<file path="config.mk">
export PLATFORM = sky130hd
export DESIGN_NAME = multi_queue_shared_buffer_unit
export DESIGN_NICKNAME = d
export VERILOG_FILES = /design/src/hw/rtl/mqsb_pkg.sv /design/src/hw/rtl/multi_queue_shared_buffer_unit.sv
export SDC_FILE = /design/constraint.sdc
export NUM_CORES = 1
export LEC_CHECK = 0
export BUFFER_PORTS_ARGS = -buffer_cell sky130_fd_sc_hd__buf_2
export CORE_AREA = 5 5 263 265
export CTS_CLUSTER_SIZE = 20
export DETAILED_ROUTE_END_ITERATION = 7
export DIE_AREA = 0 0 268 270
export SETUP_SLACK_MARGIN = 0.4
export SYNTH_ARGS = -nofsm -noshare
export SYNTH_HDL_FRONTEND = slang
export SYNTH_SLANG_ARGS = --single-unit
</file>
<file path="constraint.sdc">
create_clock -name clk -period 4.4 [get_ports clk]
set_input_delay 0 -clock clk [delete_from_list [all_inputs] [get_ports clk]]
set_output_delay 0 -clock clk [all_outputs]
set_load 0.01 [all_outputs]
</file>
<file path="src/hw/rtl/mqsb_pkg.sv">
package mqsb_pkg;

    localparam int DATA_W = 32;
    localparam int QID_W  = 2;
    localparam int S_USER_W = 1 + QID_W;
    localparam int M_USER_W = 1;

    typedef enum logic
    {
        KIND_PUSH = 1'b0,
        KIND_POP  = 1'b1
    } kind_t;

    typedef enum logic [1:0]
    {
        ST_IDLE = 2'b01,
        ST_EXEC = 2'b10
    } state_t;

endpackage

</file>
<file path="src/hw/rtl/multi_queue_shared_buffer_unit.sv">
// multi_queue_shared_buffer_unit
// Several FIFO queues kept as linked lists in one shared buffer of SLOTS words.
// Input stream (s_*): s_tdata carries the push word, s_tuser the kind (push or pop)
// and the queue number. A word is taken when s_tvalid and s_tready are high.
// Output stream (m_*): one result word per input word; m_tuser is the ok flag,
// m_tdata the popped word (zero for pushes and refused operations).
// A push is refused when no slot is free, a pop when the queue is empty, and both
// when the queue number is at or above QUEUES.
// Each word is a read and then an update of the link and data memories: the input
// word and the memory read are registered, then the update step writes the memories
// and the result registers that drive m_*; no input word is taken during the update.
// The next input word is taken while a result waits, as long as the result is
// taken in the same cycle; a stalled receiver holds the result and s_tready stays
// low until it drains.
// Reset: all queues empty, every slot free. Slots never used are tracked by a
// fill counter, so no clearing pass runs and the block is ready right after reset.
module multi_queue_shared_buffer_unit #(
    parameter int SLOTS  = 16,
    parameter int QUEUES = 4
) (
    input  logic                          clk,
    input  logic                          rst_n,
    input  logic                          s_tvalid,
    output logic                          s_tready,
    input  logic [mqsb_pkg::DATA_W-1:0]   s_tdata,   // push_value
    input  logic [mqsb_pkg::S_USER_W-1:0] s_tuser,   // kind, queue_id
    output logic                          m_tvalid,
    input  logic                          m_tready,
    output logic [mqsb_pkg::DATA_W-1:0]   m_tdata,   // pop_value
    output logic [mqsb_pkg::M_USER_W-1:0] m_tuser    // ok
);

    import mqsb_pkg::*;

    localparam int AW  = $clog2(SLOTS);
    localparam int PW  = $clog2(SLOTS + 1);
    localparam int NQ  = (QUEUES < (1 << QID_W)) ? QUEUES : (1 << QID_W);
    localparam int QIW = (NQ > 1) ? $clog2(NQ) : 1;
    localparam logic [PW-1:0] NIL = PW'(SLOTS);

    logic [DATA_W-1:0] data_mem [SLOTS];
    logic [PW-1:0]     link_mem [SLOTS];

    state_t            state_reg, state_next;
    kind_t             op_kind_reg;
    logic [QID_W-1:0]  op_q_reg;
    logic [DATA_W-1:0] op_value_reg;
    logic [PW-1:0]     free_head_reg;
    logic [PW-1:0]     fill_reg;
    logic [PW-1:0]     head_reg [NQ];
    logic [PW-1:0]     tail_reg [NQ];
    logic [PW-1:0]     link_rd_reg;
    logic [DATA_W-1:0] data_rd_reg;
    logic              out_valid_reg;
    logic              out_ok_reg;
    logic [DATA_W-1:0] out_data_reg;

    logic              s_accept;
    kind_t             in_kind;
    logic [QID_W-1:0]  in_q;
    logic              in_q_ok;
    logic [PW-1:0]     rd_ptr;
    logic [AW-1:0]     rd_addr;

    logic              exec;
    logic              q_ok;
    logic [QIW-1:0]    qi;
    logic [PW-1:0]     head_q;
    logic [PW-1:0]     tail_q;
    logic              fresh;
    logic              ok;
    logic [DATA_W-1:0] result;
    logic              link_we;
    logic [AW-1:0]     link_wa;
    logic [PW-1:0]     link_wd;
    logic              data_we;
    logic [AW-1:0]     data_wa;
    logic              head_we;
    logic [PW-1:0]     head_wd;
    logic              tail_we;
    logic [PW-1:0]     tail_wd;
    logic              free_we;
    logic [PW-1:0]     free_wd;
    logic              fill_inc;

    // input side
    assign s_tready = (state_reg == ST_IDLE) && (!out_valid_reg || m_tready);
    assign s_accept = s_tvalid && s_tready;
    assign in_kind  = kind_t'(s_tuser[0]);
    assign in_q     = s_tuser[QID_W:1];
    assign in_q_ok  = int'(in_q) < QUEUES;

    always_comb
    begin
        rd_ptr = free_head_reg;
        if (in_kind == KIND_POP)
        begin
            rd_ptr = in_q_ok ? head_reg[in_q[QIW-1:0]] : NIL;
        end
        rd_addr = (rd_ptr < NIL) ? rd_ptr[AW-1:0] : '0;
    end

    always_comb
    begin
        state_next = state_reg;
        case (state_reg)
            ST_IDLE: if (s_accept) state_next = ST_EXEC;
            ST_EXEC: state_next = ST_IDLE;
            default: state_next = ST_IDLE;
        endcase
    end

    // update step
    assign exec   = (state_reg == ST_EXEC);
    assign q_ok   = int'(op_q_reg) < QUEUES;
    assign qi     = op_q_reg[QIW-1:0];
    assign head_q = q_ok ? head_reg[qi] : NIL;
    assign tail_q = q_ok ? tail_reg[qi] : NIL;
    assign fresh  = free_head_reg >= fill_reg;

    always_comb
    begin
        ok       = 1'b0;
        result   = '0;
        link_we  = 1'b0;
        link_wa  = '0;
        link_wd  = free_head_reg;
        data_we  = 1'b0;
        data_wa  = free_head_reg[AW-1:0];
        head_we  = 1'b0;
        head_wd  = free_head_reg;
        tail_we  = 1'b0;
        tail_wd  = free_head_reg;
        free_we  = 1'b0;
        free_wd  = link_rd_reg;
        fill_inc = 1'b0;
        if (exec && q_ok)
        begin
            if (op_kind_reg == KIND_PUSH)
            begin
                if (free_head_reg < NIL)
                begin
                    ok       = 1'b1;
                    free_we  = 1'b1;
                    free_wd  = fresh ? (free_head_reg + PW'(1)) : link_rd_reg;
                    fill_inc = fresh;
                    data_we  = 1'b1;
                    tail_we  = 1'b1;
                    // the new tail's link is never read, so it is left as is
                    if (!(head_q < NIL))
                    begin
                        head_we = 1'b1;
                    end
                    else if (tail_q < NIL)
                    begin
                        link_we = 1'b1;
                        link_wa = tail_q[AW-1:0];
                        link_wd = free_head_reg;
                    end
                end
            end
            else
            begin
                if (head_q < NIL)
                begin
                    ok      = 1'b1;
                    result  = data_rd_reg;
                    head_we = 1'b1;
                    // popping the tail empties the queue
                    head_wd = (head_q == tail_q) ? NIL : link_rd_reg;
                    link_we = 1'b1;
                    link_wa = head_q[AW-1:0];
                    link_wd = free_head_reg;
                    free_we = 1'b1;
                    free_wd = head_q;
                end
            end
        end
    end

    // memories
    always_ff @(posedge clk)
    begin
        if (s_accept)
        begin
            link_rd_reg <= link_mem[rd_addr];
            data_rd_reg <= data_mem[rd_addr];
        end
        if (link_we)
        begin
            link_mem[link_wa] <= link_wd;
        end
        if (data_we)
        begin
            data_mem[data_wa] <= op_value_reg;
        end
    end

    always_ff @(posedge clk)
    begin
        if (s_accept)
        begin
            op_kind_reg  <= in_kind;
            op_q_reg     <= in_q;
            op_value_reg <= s_tdata;
        end
        if (exec)
        begin
            out_ok_reg   <= ok;
            out_data_reg <= result;
        end
    end

    always_ff @(posedge clk or negedge rst_n)
    begin
        if (!rst_n)
        begin
            state_reg     <= ST_IDLE;
            out_valid_reg <= 1'b0;
            free_head_reg <= '0;
            fill_reg      <= '0;
            for (int i = 0; i < NQ; i++)
            begin
                head_reg[i] <= NIL;
                tail_reg[i] <= NIL;
            end
        end
        else
        begin
            state_reg <= state_next;
            if (exec)
            begin
                out_valid_reg <= 1'b1;
            end
            else if (m_tready)
            begin
                out_valid_reg <= 1'b0;
            end
            if (free_we)
            begin
                free_head_reg <= free_wd;
            end
            if (fill_inc)
            begin
                fill_reg <= fill_reg + PW'(1);
            end
            if (head_we)
            begin
                head_reg[qi] <= head_wd;
            end
            if (tail_we)
            begin
                tail_reg[qi] <= tail_wd;
            end
        end
    end

    assign m_tvalid = out_valid_reg;
    assign m_tdata  = out_data_reg;
    assign m_tuser  = out_ok_reg;

endmodule
</file>
=== Word-level counts from Yosys, hierarchy flattened ===
Memory sizes are Yosys's and may differ from the RTL's. A register that Yosys moved wholly into a read port is not among the register bits.
Cells that the tools add are included.

* Register bits after elaboration: 121
* RAM bits: 592
* Input bits: 39
* Output and inout bits: 35
* Logic and storage cells: 98
* Memories: 2

* Add/sub/neg operators: 2
* Order comparisons: 8
* Equal/unequal tests: 4
* Multiplexer cells: 56
* Bitwise gates (word level): 2
* Reductions and logical operators: 7

{| class="wikitable"
|+ Memory list
! name !! depth !! bits a word !! read ports !! clocked after memory_dff !! wr ports !! RTL line !! source
|-
| data_mem || 16 || 32 || 1 || 1 || 1 || multi_queue_shared_buffer_unit.sv:41 || <nowiki>logic [DATA_W-1:0] data_mem [SLOTS];</nowiki>
|-
| link_mem || 16 || 5 || 1 || 1 || 1 || multi_queue_shared_buffer_unit.sv:42 || <nowiki>logic [PW-1:0] link_mem [SLOTS];</nowiki>
|}

{| class="wikitable"
|+ Operators by type and width
! operator !! number
|-
| 2-to-1 mux 5 bit || 17
|-
| bitwise mux 20 bit || 2
|-
| binary-select mux 5 bit (select 2 bit) || 3
|-
| 2-to-1 mux 4 bit || 7
|-
| 2-to-1 mux 1 bit || 24
|-
| < comparator 5 bit, second input constant || 4
|-
| adder 5 x 1 -> 5 bit, second input constant || 2
|-
| demux 5 bit (select 2 bit) || 1
|-
| >= comparator 3 bit, second input constant || 2
|-
| inverter 2 -> 3 bit || 2
|-
| == test 5 bit || 1
|-
| >= comparator 5 bit || 1
|-
| 2-to-1 mux 2 bit || 2
|-
| logical AND 1 bit || 3
|-
| < comparator 3 x 1 -> 1 bit, second input constant || 1
|-
| == test 2 x 1 -> 1 bit, second input constant || 1
|-
| == test 2 bit, second input constant || 1
|-
| inequality test 2 bit, second input constant || 1
|-
| AND reduction 2 bit || 1
|-
| nonzero test 2 bit || 1
|-
| zero test 1 bit || 1
|-
| logical OR 1 bit || 1
|}

=== Logic depth before layout (Yosys ltp) ===
* Depth after elaboration: 12
* Gate-level depth with buffers: 11
* Mapped depth without buffers: 8

=== Worst setup path before layout ===
OpenSTA, ideal clock, no wires.

* Path kind: reg-to-reg
* Start point: register free_head_reg[4]
* End point: memory data_mem[0][0] (enable)
* Setup time: 0.461 ns
* Data arrival time: 3.740 ns
* Path slack: 0.199 ns
* Stages on the path, launching flop included: 5
* Cells stage by stage: dfrtp_1 -> clkbuf_1 -> nor3_1 -> nand2_1 -> nor3_1

* Longest elaborated chain between the ends: 6

{| class="wikitable"
|+ Ends and longest elaborated chain
! what !! RTL line !! source
|-
| from (decl) || multi_queue_shared_buffer_unit.sv:48 || <nowiki>logic [PW-1:0] free_head_reg;</nowiki>
|-
| from (signal assigned) || multi_queue_shared_buffer_unit.sv:241 || <nowiki>free_head_reg <= free_wd;</nowiki>
|-
| < comparator 5 bit || multi_queue_shared_buffer_unit.sv:141 || <nowiki>if (free_head_reg < NIL)</nowiki>
|-
| 2-to-1 mux 1 bit || multi_queue_shared_buffer_unit.sv:141 ||
|-
| 2-to-1 mux 1 bit || multi_queue_shared_buffer_unit.sv:139 || <nowiki>if (op_kind_reg == KIND_PUSH)</nowiki>
|-
| 2-to-1 mux 1 bit || multi_queue_shared_buffer_unit.sv:137 || <nowiki>if (exec && q_ok)</nowiki>
|-
| 2-to-1 mux 1 bit || multi_queue_shared_buffer_unit.sv:193 || <nowiki>if (data_we)</nowiki>
|-
| 2-to-1 mux 1 bit (implied by the code) || multi_queue_shared_buffer_unit.sv:195 || <nowiki>data_mem[data_wa] <= op_value_reg;</nowiki>
|-
| to (decl) || multi_queue_shared_buffer_unit.sv:41 ||
|}

No other way between the ends.

=== Worst setup path in the final report ===
* Start point: register head_reg[10] (netlist name)
* End point: register link_rd_reg[4], read port of link_mem, data pin

* Longest elaborated chain between the ends: 6

{| class="wikitable"
|+ Ends and longest elaborated chain
! what !! RTL line !! source
|-
| from (decl) || multi_queue_shared_buffer_unit.sv:50 || <nowiki>logic [PW-1:0] head_reg [NQ];</nowiki>
|-
| from (signal, indexed assignment) || multi_queue_shared_buffer_unit.sv:249 || <nowiki>head_reg[qi] <= head_wd;</nowiki>
|-
| binary-select mux 5 bit (select 2 bit) * || multi_queue_shared_buffer_unit.sv:98 || <nowiki>rd_ptr = in_q_ok ? head_reg[in_q[QIW-1:0]] : NIL;</nowiki>
|-
| 2-to-1 mux 5 bit (implied by the code) * (2 in a row) || multi_queue_shared_buffer_unit.sv:98 ||
|-
| 2-to-1 mux 5 bit * || multi_queue_shared_buffer_unit.sv:96 || <nowiki>if (in_kind == KIND_POP)</nowiki>
|-
| < comparator 5 bit || multi_queue_shared_buffer_unit.sv:100 || <nowiki>rd_addr = (rd_ptr < NIL) ? rd_ptr[AW-1:0] : '0;</nowiki>
|-
| 2-to-1 mux 4 bit * || multi_queue_shared_buffer_unit.sv:100 ||
|-
| to (decl) || multi_queue_shared_buffer_unit.sv:52 || <nowiki>logic [PW-1:0] link_rd_reg;</nowiki>
|}

Mark *: on every way between the ends. The rest lies on a longest branch, timed or not. The select of a mux whose other input is x is not followed.
A chain may end at the register's enable or synchronous reset.

==> impl_metrics.py <==
metrics = {
    "sta": {
        "setup_tns_ns": 0,
        "finalSetupViolCount": 0,
        "rsz0062_at_grt": "false",
        "worst-slew-pin-transition_ns": 1.21,
        "hold_viol": 0,
        "layout_worst_path_cycle_share_pct": 79.6,
        "fin_crit_ns": 3.50,
        "worst_case_headroom_to_the_max_slew_limit_pct": 18.8,
        "finalMaxSlewViolations": 0,
        "achievable-frequency_ghz": 0.285,
        "worst_clock_skew_ns": 0.0261,
    },
    "setup_path": {
        "crit_path_top_delay_cell": "sky130_fd_sc_hd__buf_4",
        "r2r-start": "head_reg[10]$_DFFE_PN0P_",
        "crit_path_max_incr_delay_ns": 0.78,
        "rr_worst_depth": 7,
        "timing.setup.critical_path_class": "reg -> reg",
        "type_of_origin_of_the_critical_path": "register",
        "worst-endpoint-arrival_ns": 3.88,
        "crit_fanout": 60,
        "cp_common_cell": "sky130_fd_sc_hd__mux2i_1",
        "critPathRequiredTime_ns": 4.78,
        "cp_cell_sequence": "mux2i_1, o221ai_4, nand3_4, buf_4, mux2i_1, o211a_1, nor4b_1",
        "critical_path.endpoint_type": "register",
        "rrSetupSlack_ns": 0.90,
        "regToRegEndpoint": "link_rd_reg[4]$_DFFE_PP_",
    },
    "clock_network": {
        "cts_htree_levels": 3,
        "worst_setup_hold_path_clk_slew_ns": 0.06,
        "tritoncts": "done",
        "cts-root-buf": "sky130_fd_sc_hd__clkbuf_16",
        "cts_num_sinks": 750,
        "cts_buffers": 79,
        "clk-insertion-delay-late_ns": 0.61,
        "post_cts_buffers": 0,
        "clockBufferDepth": 3,
    },
    "detailed_routing": {
        "route.met3.wl_mm": 3.60,
        "maxUsedRoutingLayer": "met4",
        "dr_wl_met2_mm": 35.3,
        "drt_iter0_markers": 1380,
        "vias_per_cell": 5.76,
        "drcViolationCount": 0,
        "detailedRoute.firstPassIterationCount": 7,
        "routed-via-count": 15880,
        "route.detailed.wl_per_inst_um": 25.6,
        "routed_wl_mm": 70.7,
        "antenna_violating_nets_post_route": 0,
        "m1WireLength_mm": 30.0,
    },
    "yosys": {
        "yosysWarnings": 0,
        "synthesis.area_per_instance_um2": 17.7,
        "ys_seq_elements": 750,
        "yosysMostFrequentCell": "sky130_fd_sc_hd__edfxtp_1",
        "netlist_area_um2": 29600,
        "edff_count_synth": 697,
        "synth_top_cells_by_area": "sky130_fd_sc_hd__edfxtp_1, sky130_fd_sc_hd__mux2_2, sky130_fd_sc_hd__dfrtp_1",
        "synth_flop_cell": "sky130_fd_sc_hd__edfxtp_1",
        "asyncSetResetFlopFracSynth_pct": 7.07,
        "nets_in_the_synthesized_netlist": 1728,
        "netlist_top_cells_count": "sky130_fd_sc_hd__edfxtp_1, sky130_fd_sc_hd__o22ai_1, sky130_fd_sc_hd__mux2_2",
        "synth_top_area_share_pct": 70.7,
        "area_leader_netlist": "sky130_fd_sc_hd__edfxtp_1",
        "synth-seq-area-share_pct": 75.2,
        "synthCells": 1678,
        "synth.lib_cells_used.distinct": 70,
    },
    "power_and_ir_drop": {
        "p_comb_share_pct": 25.0,
        "p_int_uw": 14200,
        "p_sw_share_pct": 30.0,
        "power_per_cell_area_nw_per_um2": 591,
        "leakagePower_uw": 0.0118,
        "power.share.clock_pct": 31.6,
        "pwr-share-seq_pct": 43.4,
        "switching_power_uw": 6080,
        "peak_supply_drop_mv": 0.418,
    },
    "outcome": {
        "run_status": "finished clean",
    },
    "layout": {
        "fin_nets": 1872,
        "num_antenna_cells": 0,
        "largest_reg_flops": 512,
        "filler_cell_count": 5381,
        "drive_above_1_share_pct": 23.2,
        "final-instance-count-excl-fill": 2756,
        "footprint_of_the_multi_input_gates_um2": 6970,
        "largest_register_by_flop_count": "data_mem",
        "area.sequential_um2": 22300,
        "area_growth_syn_to_layout_pct": 15.6,
        "largest_registers": "data_mem: 512 flops, link_mem: 80 flops",
    },
    "global_routing": {
        "grt_max_degree": 75,
        "grt_first_pass_wirelength_mm": 106,
        "groute.usage.overall_pct": 19.4,
        "grt_pass1_vias": 16582,
        "overflow": 0,
        "grt_antenna_before_repair": 0,
    },
    "flow_run": {
        "cap_viol_max_count": 0,
    },
    "place": {
        "port-buffer-count": 73,
        "place.detailed.hpwl_mm": 40.2,
        "gp_congestion": 0.828,
        "numPlacedInstances": 2575,
    },
    "die": {
        "initial_utilization_pct": 44.5,
        "ioPinCount": 74,
        "fp.dieArea_um2": 72400,
        "fp.coreArea_um2": 66600,
        "die_width_um": 268,
        "chipHeight_um": 270,
        "row_count": 95,
    },
    "worst_hold_path": {
        "holdCritPathClass": "in -> async",
    },
}
==> critical path, delay by kind of cell, from the launching register on <==
| family | cells | cell delay [ns] |
|---|---|---|
| compound gates | 2 | 0.73 |
| simple gates | 2 | 0.78 |
| buf+inv | 1 | 0.78 |
| flops | 1 | 0.39 |
| mux | 2 | 0.53 |
==> metal layers <==
metal | track usage (%) | vias to the layer above
met5 | 0 | -
met4 | 5.90 | 0
li1 | - | 7083
met3 | 2.67 | 123
met1 | 26.5 | 8210
met2 | 32.6 | 464
==> worst max path at each step <==
stage / startpoint / to / slack [ns]
floorplan: free_head_reg[4]$_DFFE_PN0P_ / data_mem[10][0]$_DFFE_PP_ / 1.05
global placement: head_reg[10]$_DFFE_PN0P_ / link_rd_reg[4]$_DFFE_PP_ / 0.94
detailed placement: head_reg[0]$_DFFE_PN0P_ / link_rd_reg[4]$_DFFE_PP_ / 0.92
CTS: head_reg[10]$_DFFE_PN0P_ / link_rd_reg[4]$_DFFE_PP_ / 0.87
global route: head_reg[10]$_DFFE_PN0P_ / data_rd_reg[23]$_DFFE_PP_ / 0.70
finish: head_reg[10]$_DFFE_PN0P_ / link_rd_reg[4]$_DFFE_PP_ / 0.90
==> power by group through the flow <==
stage          sequential [µW]  clock, µW  combinational, µW
3_3_place_gp              8930          0               4970
6_report                  8800       6400               5060
3_5_place_dp              8940          0               5040
2_1_floorplan             8880          0               3410
4_1_cts                   8800       6540               5100
5_1_grt                   8850       6840               5410
==> stage by stage <==
step	total power (µW)	cell area, µm²	hold slack (ns)	util, %	setup WS [ns]
6_report	20300	34300	0.0827	51.5	0.897
5_1_grt	21100	34300	0.0884	51.5	0.699
4_1_cts	20400	34300	0.0622	51.5	0.868
3_5_place_dp	14000	31400	0.163	47.1	0.916
3_3_place_gp	13900	31400	0.153	47.1	0.938
2_1_floorplan	12300	29600	-0.296	-	1.05
==> cells by family after synthesis <==
logic type,share of synthesized area [%]
buffers and inverters,2.06
adders and majority gates,0.465
AOI/OAI and AO/OA,9.05
DFF,75.2
muxes,7.70
xor gates and xnor gates,0.296
and+or+nand+nor,5.25
==> layout by cell type (no fill, tap or decap), types with 18 or more instances in the layout <==
cell / count
sky130_fd_sc_hd__o211ai_1: 38
sky130_fd_sc_hd__a22o_1: 37
sky130_fd_sc_hd__buf_4: 40
sky130_fd_sc_hd__o221ai_1: 37
sky130_fd_sc_hd__mux2_2: 100
sky130_fd_sc_hd__buf_2: 73
sky130_fd_sc_hd__nor4b_2: 30
sky130_fd_sc_hd__edfxtp_1: 697
sky130_fd_sc_hd__o22a_1: 38
sky130_fd_sc_hd__o22ai_1: 112
sky130_fd_sc_hd__dfrtp_1: 44
sky130_fd_sc_hd__o211a_1: 36
sky130_fd_sc_hd__nand2_1: 61
sky130_fd_sc_hd__and2_1: 37
sky130_fd_sc_hd__dlygate4sd3_1: 39
sky130_fd_sc_hd__clkbuf_16: 82
sky130_fd_sc_hd__mux2i_1: 84
sky130_fd_sc_hd__nor2_1: 33
sky130_fd_sc_hd__clkinv_2: 18
==> final cells by class <==
type | instances | share of cell area [%]
inverter | 16 | 0.183
multi-input combinational | 807 | 20.3
timing repair buffer | 168 | 4.02
tap | 873 | 3.19
clock inverter | 44 | 1.05
clock buffer | 98 | 6.22
sequential | 750 | 65.0
==> repair_timing <==
action	CTS	global route
hold buffers	39	0
hold endpoints to repair	91	0
resized for setup	0	0
Note: power is estimated with default switching activity, not from simulation.
